**config.mk**
```make
export PLATFORM = sky130hd
export DESIGN_NAME = round_robin_time_slice_scheduler_unit
export DESIGN_NICKNAME = d
export VERILOG_FILES = /design/src/rtl/core/rrts_pkg.sv /design/src/rtl/core/round_robin_time_slice_scheduler_unit.sv
export SDC_FILE = /design/constraint.sdc
export NUM_CORES = 2
export LEC_CHECK = 0
export BUFFER_PORTS_ARGS = -buffer_cell sky130_fd_sc_hd__buf_2
export CORE_UTILIZATION = 62
export DETAILED_ROUTE_END_ITERATION = 6
export GPL_TIMING_DRIVEN = 0
export MAX_ROUTING_LAYER = met4
export PLACE_DENSITY = 0.79
export SLEW_MARGIN = 20
export SYNTH_ARGS = -nofsm -noshare
export SYNTH_HDL_FRONTEND = slang
export SYNTH_SLANG_ARGS = --single-unit
```
**constraint.sdc**
```tcl
create_clock -name clk_i -period 11.8 [get_ports clk_i]
set_clock_uncertainty 0.2 [all_clocks]
set_input_delay 1.77 -clock clk_i [delete_from_list [all_inputs] [get_ports clk_i]]
set_output_delay 1.77 -clock clk_i [all_outputs]
set_load 0.02 [all_outputs]
```
**src/rtl/core/rrts_pkg.sv**
```systemverilog
// shared types and codes of the round robin time slice scheduler
`timescale 1ns / 1ps

package rrts_pkg;

  localparam int unsigned IdW    = 8;
  localparam int unsigned BurstW = 16;
  localparam int unsigned TickW  = 32;
  localparam int unsigned QuantW = 8;

  typedef enum logic [2:0] {
    STATUS_ADDED  = 3'd0,
    STATUS_FULL   = 3'd1,
    STATUS_ZERO   = 3'd2,
    STATUS_IDLE   = 3'd3,
    STATUS_SERVED = 3'd4
  } status_e;

  typedef enum logic {
    MODE_ADD  = 1'b0,
    MODE_TICK = 1'b1
  } mode_e;

  typedef enum logic {
    ST_IDLE = 1'b0,
    ST_EXEC = 1'b1
  } state_e;

  typedef struct packed {
    logic              mode;
    logic [IdW-1:0]    job_id;
    logic [BurstW-1:0] burst_length;
  } req_t;

  typedef struct packed {
    status_e          status;
    logic [IdW-1:0]   served_id;
    logic             finished;
    logic             rotated;
    logic [TickW-1:0] waiting_time;
  } res_t;

endpackage

```
**src/rtl/core/round_robin_time_slice_scheduler_unit.sv**
```systemverilog
// round robin time slice scheduler: top level with ready ring memory
`timescale 1ns / 1ps

// The cycle in which start_i is taken reads the head slot of the ready ring
// from a single-port synchronous memory, the next cycle modifies a served slot
// and writes it back (to the tail slot on rotation, not when the job finishes)
// or appends a new job on an add, and the result appears with result_valid_o
// for one cycle after that, when busy_o is already low again, so a new request
// may be given while it is shown. The receiver cannot stall results. The quantum
// register may be written through cfg_we_i while no request is in flight.

module round_robin_time_slice_scheduler_unit #(
  parameter int unsigned MAX_JOBS = 16
) (
  input  logic                           clk_i,
  input  logic                           rst_ni,
  input  logic                           start_i,
  output logic                           busy_o,
  input  rrts_pkg::req_t                 req_i,
  output logic                           result_valid_o,
  output rrts_pkg::res_t                 result_o,
  input  logic                           cfg_we_i,
  input  logic [rrts_pkg::QuantW-1:0]    cfg_data_i
);

  import rrts_pkg::*;

  localparam int unsigned IdxW = (MAX_JOBS > 1) ? $clog2(MAX_JOBS) : 1;
  localparam int unsigned OccW = $clog2(MAX_JOBS + 1);
  localparam int unsigned SumW = OccW + 1;

  typedef struct packed {
    logic [IdW-1:0]    id;
    logic [BurstW-1:0] remaining;
    logic [BurstW-1:0] burst;
    logic [TickW-1:0]  join_tick;
  } slot_t;

  function automatic logic [IdxW-1:0] ring_pos(input logic [IdxW-1:0] base,
                                               input logic [OccW-1:0] offset);
    logic [SumW-1:0] sum;
    sum = SumW'(base) + SumW'(offset);
    if (sum >= SumW'(MAX_JOBS)) begin
      sum = sum - SumW'(MAX_JOBS);
    end
    return sum[IdxW-1:0];
  endfunction

  slot_t mem [MAX_JOBS];

  state_e            state_q, state_d;
  req_t              req_q;
  slot_t             rd_q;
  logic [IdxW-1:0]   head_q, head_d;
  logic [OccW-1:0]   occ_q, occ_d;
  logic [QuantW-1:0] slice_q, slice_d;
  logic [TickW-1:0]  tick_q, tick_d;
  logic [QuantW-1:0] quantum_q;
  logic              valid_q;
  res_t              res_q, res_d;

  logic              accept;
  logic              mem_we;
  logic [IdxW-1:0]   mem_waddr;
  slot_t             mem_wdata;
  slot_t             upd;
  logic [QuantW-1:0] slice_inc;

  assign accept = start_i && (state_q == ST_IDLE);

  // next state
  always_comb begin
    state_d = state_q;
    case (state_q)
      ST_IDLE: begin
        if (accept) begin
          state_d = ST_EXEC;
        end
      end
      ST_EXEC: state_d = ST_IDLE;
      default: state_d = ST_IDLE;
    endcase
  end

  // outputs and datapath
  always_comb begin
    busy_o    = 1'b0;
    mem_we    = 1'b0;
    mem_waddr = head_q;
    mem_wdata = rd_q;
    head_d    = head_q;
    occ_d     = occ_q;
    slice_d   = slice_q;
    tick_d    = tick_q;
    res_d     = '0;
    upd       = rd_q;
    slice_inc = (slice_q != '1) ? slice_q + QuantW'(1) : slice_q;
    case (state_q)
      ST_IDLE: busy_o = 1'b0;
      ST_EXEC: begin
        busy_o = 1'b1;
        if (req_q.mode == MODE_ADD) begin
          if (occ_q == OccW'(MAX_JOBS)) begin
            res_d.status = STATUS_FULL;
          end else if (req_q.burst_length == '0) begin
            res_d.status = STATUS_ZERO;
          end else begin
            res_d.status        = STATUS_ADDED;
            mem_we              = 1'b1;
            mem_waddr           = ring_pos(head_q, occ_q);
            mem_wdata.id        = req_q.job_id;
            mem_wdata.remaining = req_q.burst_length;
            mem_wdata.burst     = req_q.burst_length;
            mem_wdata.join_tick = tick_q;
            occ_d               = occ_q + OccW'(1);
          end
        end else begin
          tick_d = tick_q + TickW'(1);
          if (occ_q == '0) begin
            res_d.status = STATUS_IDLE;
          end else begin
            res_d.status    = STATUS_SERVED;
            res_d.served_id = rd_q.id;
            if (rd_q.remaining != '0) begin
              upd.remaining = rd_q.remaining - BurstW'(1);
            end
            slice_d   = slice_inc;
            mem_wdata = upd;
            if (upd.remaining == '0) begin
              res_d.finished     = 1'b1;
              res_d.waiting_time = tick_q + TickW'(1) - rd_q.join_tick
                                   - TickW'(rd_q.burst);
              head_d             = ring_pos(head_q, OccW'(1));
              occ_d              = occ_q - OccW'(1);
              slice_d            = '0;
            end else if (slice_inc >= quantum_q) begin
              res_d.rotated = 1'b1;
              mem_we        = 1'b1;
              mem_waddr     = ring_pos(head_q, occ_q);
              head_d        = ring_pos(head_q, OccW'(1));
              slice_d       = '0;
            end else begin
              mem_we = 1'b1;
            end
          end
        end
      end
      default: busy_o = 1'b0;
    endcase
  end

  // ready ring
  always_ff @(posedge clk_i) begin
    if (mem_we) begin
      mem[mem_waddr] <= mem_wdata;
    end
    if (accept) begin
      rd_q <= mem[head_q];
    end
  end

  always_ff @(posedge clk_i) begin
    if (accept) begin
      req_q <= req_i;
    end
    if (state_q == ST_EXEC) begin
      res_q <= res_d;
    end
  end

  always_ff @(posedge clk_i or negedge rst_ni) begin
    if (!rst_ni) begin
      state_q   <= ST_IDLE;
      head_q    <= '0;
      occ_q     <= '0;
      slice_q   <= '0;
      tick_q    <= '0;
      quantum_q <= QuantW'(4);
      valid_q   <= 1'b0;
    end else begin
      state_q <= state_d;
      head_q  <= head_d;
      occ_q   <= occ_d;
      slice_q <= slice_d;
      tick_q  <= tick_d;
      valid_q <= (state_q == ST_EXEC);
      if (cfg_we_i) begin
        quantum_q <= cfg_data_i;
      end
    end
  end

  assign result_valid_o = valid_q;
  assign result_o       = res_q;

endmodule

```
Word level (Yosys, flattened, before mapping)
Memory sizes are Yosys's and may differ from the RTL's. A register that Yosys moved wholly into a read port is not among the register bits. Index checks and enable logic that the tools add are counted.

Register bits after elaboration: 129. RAM bits: 1152. Bits of input ports: 37. Output and inout bits: 47. Logic and storage cells: 98. Memories: 1.

Memories: mem (words 16, bits a word 72, read ports 1, clocked after Yosys merged registers in 1, wr ports 1, line round_robin_time_slice_scheduler_unit.sv:49) `slot_t mem [MAX_JOBS];`.

$add $sub $neg: 11. Order comparisons: 3. Eq/ne operators: 6. Multiplexer cells: 45. Bitwise gates (word level): 4. Reduce and logical (&&, ||, !) cells: 13.

Operators with widths (number): 72-bit two-way mux (4); 16-bit two-way mux (4); 64-bit two-way mux (1); 4-bit two-way mux (11); 32-bit by 1-bit adder with 32-bit output (second input constant) (1); 16-bit logical NOT (2); 32-bit by 16-bit subtractor with 32-bit output (1); 32-bit subtractor (1); 5-bit two-way mux (5); 8-bit two-way mux (3); 16-bit nonzero test (1); 16-bit by 1-bit subtractor with 16-bit output (second input constant) (1); 1-bit two-way mux (11); 8-bit by 1-bit adder with 8-bit output (second input constant) (1); 8-bit >= comparator (1); 8-bit != test (second input constant) (1); 4-bit by 1-bit subtractor with 4-bit output (second input constant) (2); 4-bit by 5-bit adder with 6-bit output (1); 6-bit by 5-bit >= comparator with 1-bit output (second input constant) (1); 3-bit two-way mux (2); 2-bit != test (second input constant) (3); 3-bit OR reduction (2); 4-bit by 1-bit adder with 5-bit output (second input constant) (1); 5-bit by 1-bit adder with 5-bit output (second input constant) (1); 15 further kinds (20).

Longest topological paths before layout
Word-level depth: 12. Gate-level depth with buffers: 19. Depth with buffers taken out: 18.

Worst setup path after synthesis
No wires, ideal clock.

Kind: flip-flop to flip-flop. From: reg slice_q[3]. To: mem mem[0][0] (netlist name), enable pin. Library setup time: 698 ps. Arrival time: 10028 ps. Required time: 10902 ps. Path slack: 874 ps. Stages on the path, launching flop included: 15. Path buffers: 1. Period minus slack after synthesis: 10926 ps. Cells stage by stage: dfrtp_1 clkbuf_1 nand3_1 nor2_1 nand3_1 nand4_1 xnor2_1 ha_1 a21o_1 a21oi_1 o21ai_0 a21o_1 a21oi_1 o31ai_4 o41ai_1.

Longest elaborated chain between the ends: 8. Elaborated cells between the ends (all ways): 9. Those cells by class: add/sub (1); order compare (1); eq/ne (1); mux (6).

Ends and longest elaborated chain: start: declaration (line round_robin_time_slice_scheduler_unit.sv:56) `logic [QuantW-1:0] slice_q, slice_d;`; start signal: assignment (line round_robin_time_slice_scheduler_unit.sv:184) `slice_q <= slice_d;`; 8-bit by 1-bit adder with 8-bit output / 8-bit != test (equally long branches) (line round_robin_time_slice_scheduler_unit.sv:97) `slice_inc = (slice_q != '1) ? slice_q + QuantW'(1) : slice_q;`; 8-bit two-way mux (*) (line round_robin_time_slice_scheduler_unit.sv:97); 8-bit >= comparator (*) (line round_robin_time_slice_scheduler_unit.sv:136) `end else if (slice_inc >= quantum_q) begin`; 4-bit two-way mux (*) (line round_robin_time_slice_scheduler_unit.sv:136); 4-bit two-way mux (*) (line round_robin_time_slice_scheduler_unit.sv:129) `if (upd.remaining == '0) begin`; 4-bit two-way mux (*) (line round_robin_time_slice_scheduler_unit.sv:119) `if (occ_q == '0) begin`; 4-bit two-way mux (*) (line round_robin_time_slice_scheduler_unit.sv:102) `if (req_q.mode == MODE_ADD) begin`; 4-bit two-way mux (*) (line round_robin_time_slice_scheduler_unit.sv:98) `case (state_q)`; end: declaration (line round_robin_time_slice_scheduler_unit.sv:49).

Every way passes the cells marked *; elsewhere a longest branch is shown, timed or not.

Worst setup path after layout
From: reg head_q[0]. To: mem mem[1][30] (netlist name), enable pin.

Longest elaborated chain between the ends: 8. Elaborated cells between the ends (all ways): 11. Those cells by class: add/sub (2); order compare (1); mux (8).

Ends and longest elaborated chain: start: declaration (line round_robin_time_slice_scheduler_unit.sv:54) `logic [IdxW-1:0] head_q, head_d;`; start signal: assignment (line round_robin_time_slice_scheduler_unit.sv:174) `head_q <= '0;`; start signal: assignment (line round_robin_time_slice_scheduler_unit.sv:182) `head_q <= head_d;`; 4-bit by 5-bit adder with 6-bit output (line round_robin_time_slice_scheduler_unit.sv:42) `sum = SumW'(base) + SumW'(offset);`; 6-bit by 5-bit >= comparator with 1-bit output / 4-bit by 1-bit subtractor with 4-bit output (equally long branches) (line round_robin_time_slice_scheduler_unit.sv:43, round_robin_time_slice_scheduler_unit.sv:44); 4-bit two-way mux (line round_robin_time_slice_scheduler_unit.sv:43) `if (sum >= SumW'(MAX_JOBS)) begin`; 4-bit two-way mux (line round_robin_time_slice_scheduler_unit.sv:136); 4-bit two-way mux (line round_robin_time_slice_scheduler_unit.sv:129); 4-bit two-way mux (line round_robin_time_slice_scheduler_unit.sv:119); 4-bit two-way mux (line round_robin_time_slice_scheduler_unit.sv:102); 4-bit two-way mux (*) (line round_robin_time_slice_scheduler_unit.sv:98).

Marks and branches as above.

==> summary.md <==
| Metric | Value |
|---|---|
| Number of diodes | `0` |
| Syn. warnings | `0` |
| Avg Cell Area, Syn | `16.65 sq um` |
| Reg2reg end | `mem[1][30]` |
| Max FO, Critical Path | `10` |
| Post-place setup slack | `5.679 ns` |
| Startpoint types | `register` |
| GR Overflow Total | `0` |
| Final worst setup slack | `5.739 ns` |
| Initial antenna violation count | `1` |
| Async SR Flop Fraction | `0.04361` |
| Pwr/cell area | `218.4 nW/um^2` |
| CP Class | `register to register` |
| Layout Nets | `3847` |
| CP endpoint kind | `register` |
| Achievable Freq | `165.0 MHz` |
| Port buffer count | `83` |
| Routed Antenna Nets | `0` |
| Rows | `109` |
| Total GRT Usage | `0.3392` |
| Final hold viol count | `0` |
| Largest net degree at the start of global routing | `46` |
| Worst-Margin Slew | `1.152 ns` |
| WL final | `147100 um` |
| Setup tns final | `0 ns` |
| Via count | `33465` |
| Worst VDD drop | `0.1461 mV` |
| Clock-pin slew on the worst setup and hold paths | `0.06 ns` |
| Initial DRC Count | `4800` |
| Area delta synth->final | `14.98%` |
| RSZ-0062 raised after global routing | `no` |
| R2R cell count | `12` |
| TritonCTS clock tree | `built` |
| WP data required | `12.04 ns` |
| Worst reg2reg startpoint | `head_q[0]` |
| Slew Limit Headroom | `0.2317` |
| Syn Nets | `3468` |
| Mapped Area | `55770 sq um` |
| Die Y | `301.9 um` |
| Post-synth top flop | `edfxtp_1` |
| Die Area | `91160 sq um` |
| Min cycle time layout | `6.061 ns` |
| CTS buffer count | `136` |
| Metal-1 WL | `54320 um` |
| Fraction of layout cells with a size suffix above 1 | `0.1896` |
| Synth cell types | `71` |
| Core ar. | `88780 sq um` |
| Critical Path Source | `head_q[0]` |
| Fin crit share | `0.5137` |
| Final HPWL DP | `99610 um` |
| Residual DRC | `11` |
| Root buf cell | `clkbuf_16` |
| Buffers inserted by post-CTS timing repair | `0` |
| Post-CTS resize count | `0` |
| Deepest clock path buffer count | `3` |
| First-pass GRT wire length | `214400 um` |
| H-Tree Depth | `4` |
| Max Used Layer | `met4` |
| CP arrival | `6.30 ns` |
| Post-synthesis sequential area ratio | `0.7232` |
| Vias in the first global route | `33103` |
| Leakage | `22.02 nW` |
| Layout fillers | `5129` |
| Final Slew Violations | `0` |
| Die Width | `301.9 um` |
| Status | `finished, violations left` |
| Number of synthesized register bits | `1353` |
| Met3 wire length | `18640 um` |
| R2R setup slack | `5.74 ns` |
| Failing checks | `DRC` |
| EDFF count, synth | `1294` |
| CTS sink count | `1353` |
| Final setup fails | `0` |
| DRT Pass-1 Iters | `7` |
| Gp weighted congestion | `0.9453` |
| I/O pins | `84` |
| Tot Pwr | `0.01400 W` |
| Cells after Synth | `3349` |
| WL/cell | `29.39 um` |
| CP endpoint | `mem[1][30]` |
| Starting Density | `0.6282` |
| Post-CTS Hold Fix Bufs | `0` |
| Clock latency on the worst-skew pair | `0.77 ns` |
| Max_cap viols | `0` |
| Hold crit path type | `register to register` |
| Routed wl met2 | `67690 um` |
| Vias per cell | `6.686` |
[per-layer routing]
layer  vias to the layer above  track usage
li1                      13954            -
met1                     16654       0.4480
met2                      2418       0.5013
met3                       439      0.09079
met4                         0       0.1462
met5                         -            -
[stage by stage]
stage            util  hold slack (ns)  instances  cell area, sq um
2_1_floorplan       -           0.2799       3349             55770
3_3_place_gp   0.6493           0.3087       4597             57650
3_5_place_dp   0.6717           0.3117       4755             59640
4_1_cts        0.7220           0.3235       5005             64100
5_1_grt        0.7223           0.3483       5005             64130
6_report       0.7223           0.3253       5005             64130
[area by class of cell]
class                   instances  area, sq um  area share
flip-flops and latches       1353        40340      0.6290
multi-input cells            1735        14710      0.2294
clock buffers                 176         3647     0.05687
repair buffers                241         2133     0.03327
well taps                    1165         1458     0.02273
clock inverters                74        817.0     0.01274
plain buffers                 172        690.7     0.01077
inverters                      89        334.1    0.005209
[how the worst min path moves through the flow]
| stage | slack (ns) | depth (start not counted) | endpoint | startpoint |
|---|---|---|---|---|
| 6_report | 0.33 | 1 | quantum_q[0] | quantum_q[0] |
| 4_1_cts | 0.32 | 1 | quantum_q[0] | quantum_q[0] |
| 3_3_place_gp | 0.31 | 1 | quantum_q[0] | quantum_q[0] |
| 5_1_grt | 0.35 | 2 | quantum_q[2] | quantum_q[2] |
| 3_5_place_dp | 0.31 | 1 | quantum_q[0] | quantum_q[0] |
| 2_1_floorplan | 0.28 | 2 | quantum_q[2] | quantum_q[2] |
[cell usage after synthesis (4+ instances only)]
cell type | n | area, sq um
edfxtp_1 | 1294 | 38860
nand2_1 | 273 | 1025
o21ai_0 | 220 | 1101
mux2i_1 | 216 | 2162
mux4_2 | 144 | 3243
clkbuf_1 | 125 | 469.2
a21oi_1 | 113 | 565.5
inv_1 | 89 | 334.1
nor2_1 | 89 | 334.1
mux2_2 | 77 | 867.1
a221oi_1 | 73 | 639.4
a22oi_1 | 72 | 540.5
ha_1 | 64 | 800.8
xnor2_1 | 60 | 525.5
dfrtp_1 | 58 | 1451
nand3_1 | 47 | 235.2
xor2_1 | 42 | 367.9
buf_1 | 36 | 135.1
nor3_1 | 20 | 100.1
fa_1 | 18 | 360.4
and2_1 | 16 | 100.1
nand4_1 | 14 | 87.58
o31ai_1 | 14 | 105.1
a21o_1 | 13 | 97.59
and3_1 | 13 | 81.33
nor4_1 | 12 | 75.07
a211oi_1 | 11 | 82.58
nand2b_1 | 11 | 68.82
buf_2 | 9 | 45.04
o211ai_1 | 8 | 60.06
o311ai_0 | 7 | 61.31
a31oi_1 | 6 | 37.54
nor2b_1 | 6 | 37.54
o21a_1 | 6 | 45.04
or2_2 | 6 | 37.54
and4_1 | 4 | 35.03
nor3b_1 | 4 | 30.03
o21bai_1 | 4 | 30.03
o41ai_1 | 4 | 35.03
or3_1 | 4 | 25.02
[cells in the final DEF (no fill, tap or decap), types with 72 or more instances in the layout]
cell | synthesis | final
edfxtp_1 | 1294 | 1294
nand2_1 | 273 | 273
mux2i_1 | 216 | 216
o21ai_0 | 220 | 190
clkbuf_1 | 125 | 155
mux4_2 | 144 | 144
clkbuf_16 | 0 | 139
buf_2 | 9 | 117
a21oi_1 | 113 | 111
inv_1 | 89 | 89
nor2_1 | 89 | 89
mux2_2 | 77 | 77
a221oi_1 | 73 | 73
a22oi_1 | 72 | 72
[sequential cells by signal (all words and copies together), names as in the netlist]
signal	count
head_q	4
mem	1152
occ_q	5
quantum_q	8
rd_q	72
req_q	25
result_o	45
result_valid_o	1
slice_q	8
state_q	1
tick_q	32
[kinds of logic after synthesis]
| family | count (synthesis) | share of synthesized area |
|---|---|---|
| compound gates | 582 | 0.06656 |
| fa+ha+maj | 82 | 0.02082 |
| mux | 437 | 0.1125 |
| simple gates | 532 | 0.04289 |
| flops | 1353 | 0.7232 |
| buf+inv | 261 | 0.01804 |
| xor+xnor | 102 | 0.01602 |
[report_power, final]
part,internal [W],switching (W),leakage [nW],total (W)
clock network,0.00249,0.00184,2.17,0.00434
registers,0.00594,0.000158,12.6,0.00609
logic,0.00137,0.00221,7.29,0.00357
total,0.00980,0.00421,22.0,0.0140
[critical path, stage by stage (launching register included)]
cell      delay (ns)
dfrtp_1         0.38
clkbuf_1        0.21
clkbuf_1        0.69
clkbuf_2        0.63
buf_1           0.76
nand4b_1        0.56
o41ai_2         0.89
buf_2           0.35
buf_2           0.25
buf_4           0.19
buf_4           0.19
buf_4           0.19
buf_2           0.23
Power figures use the tool's default switching activity.
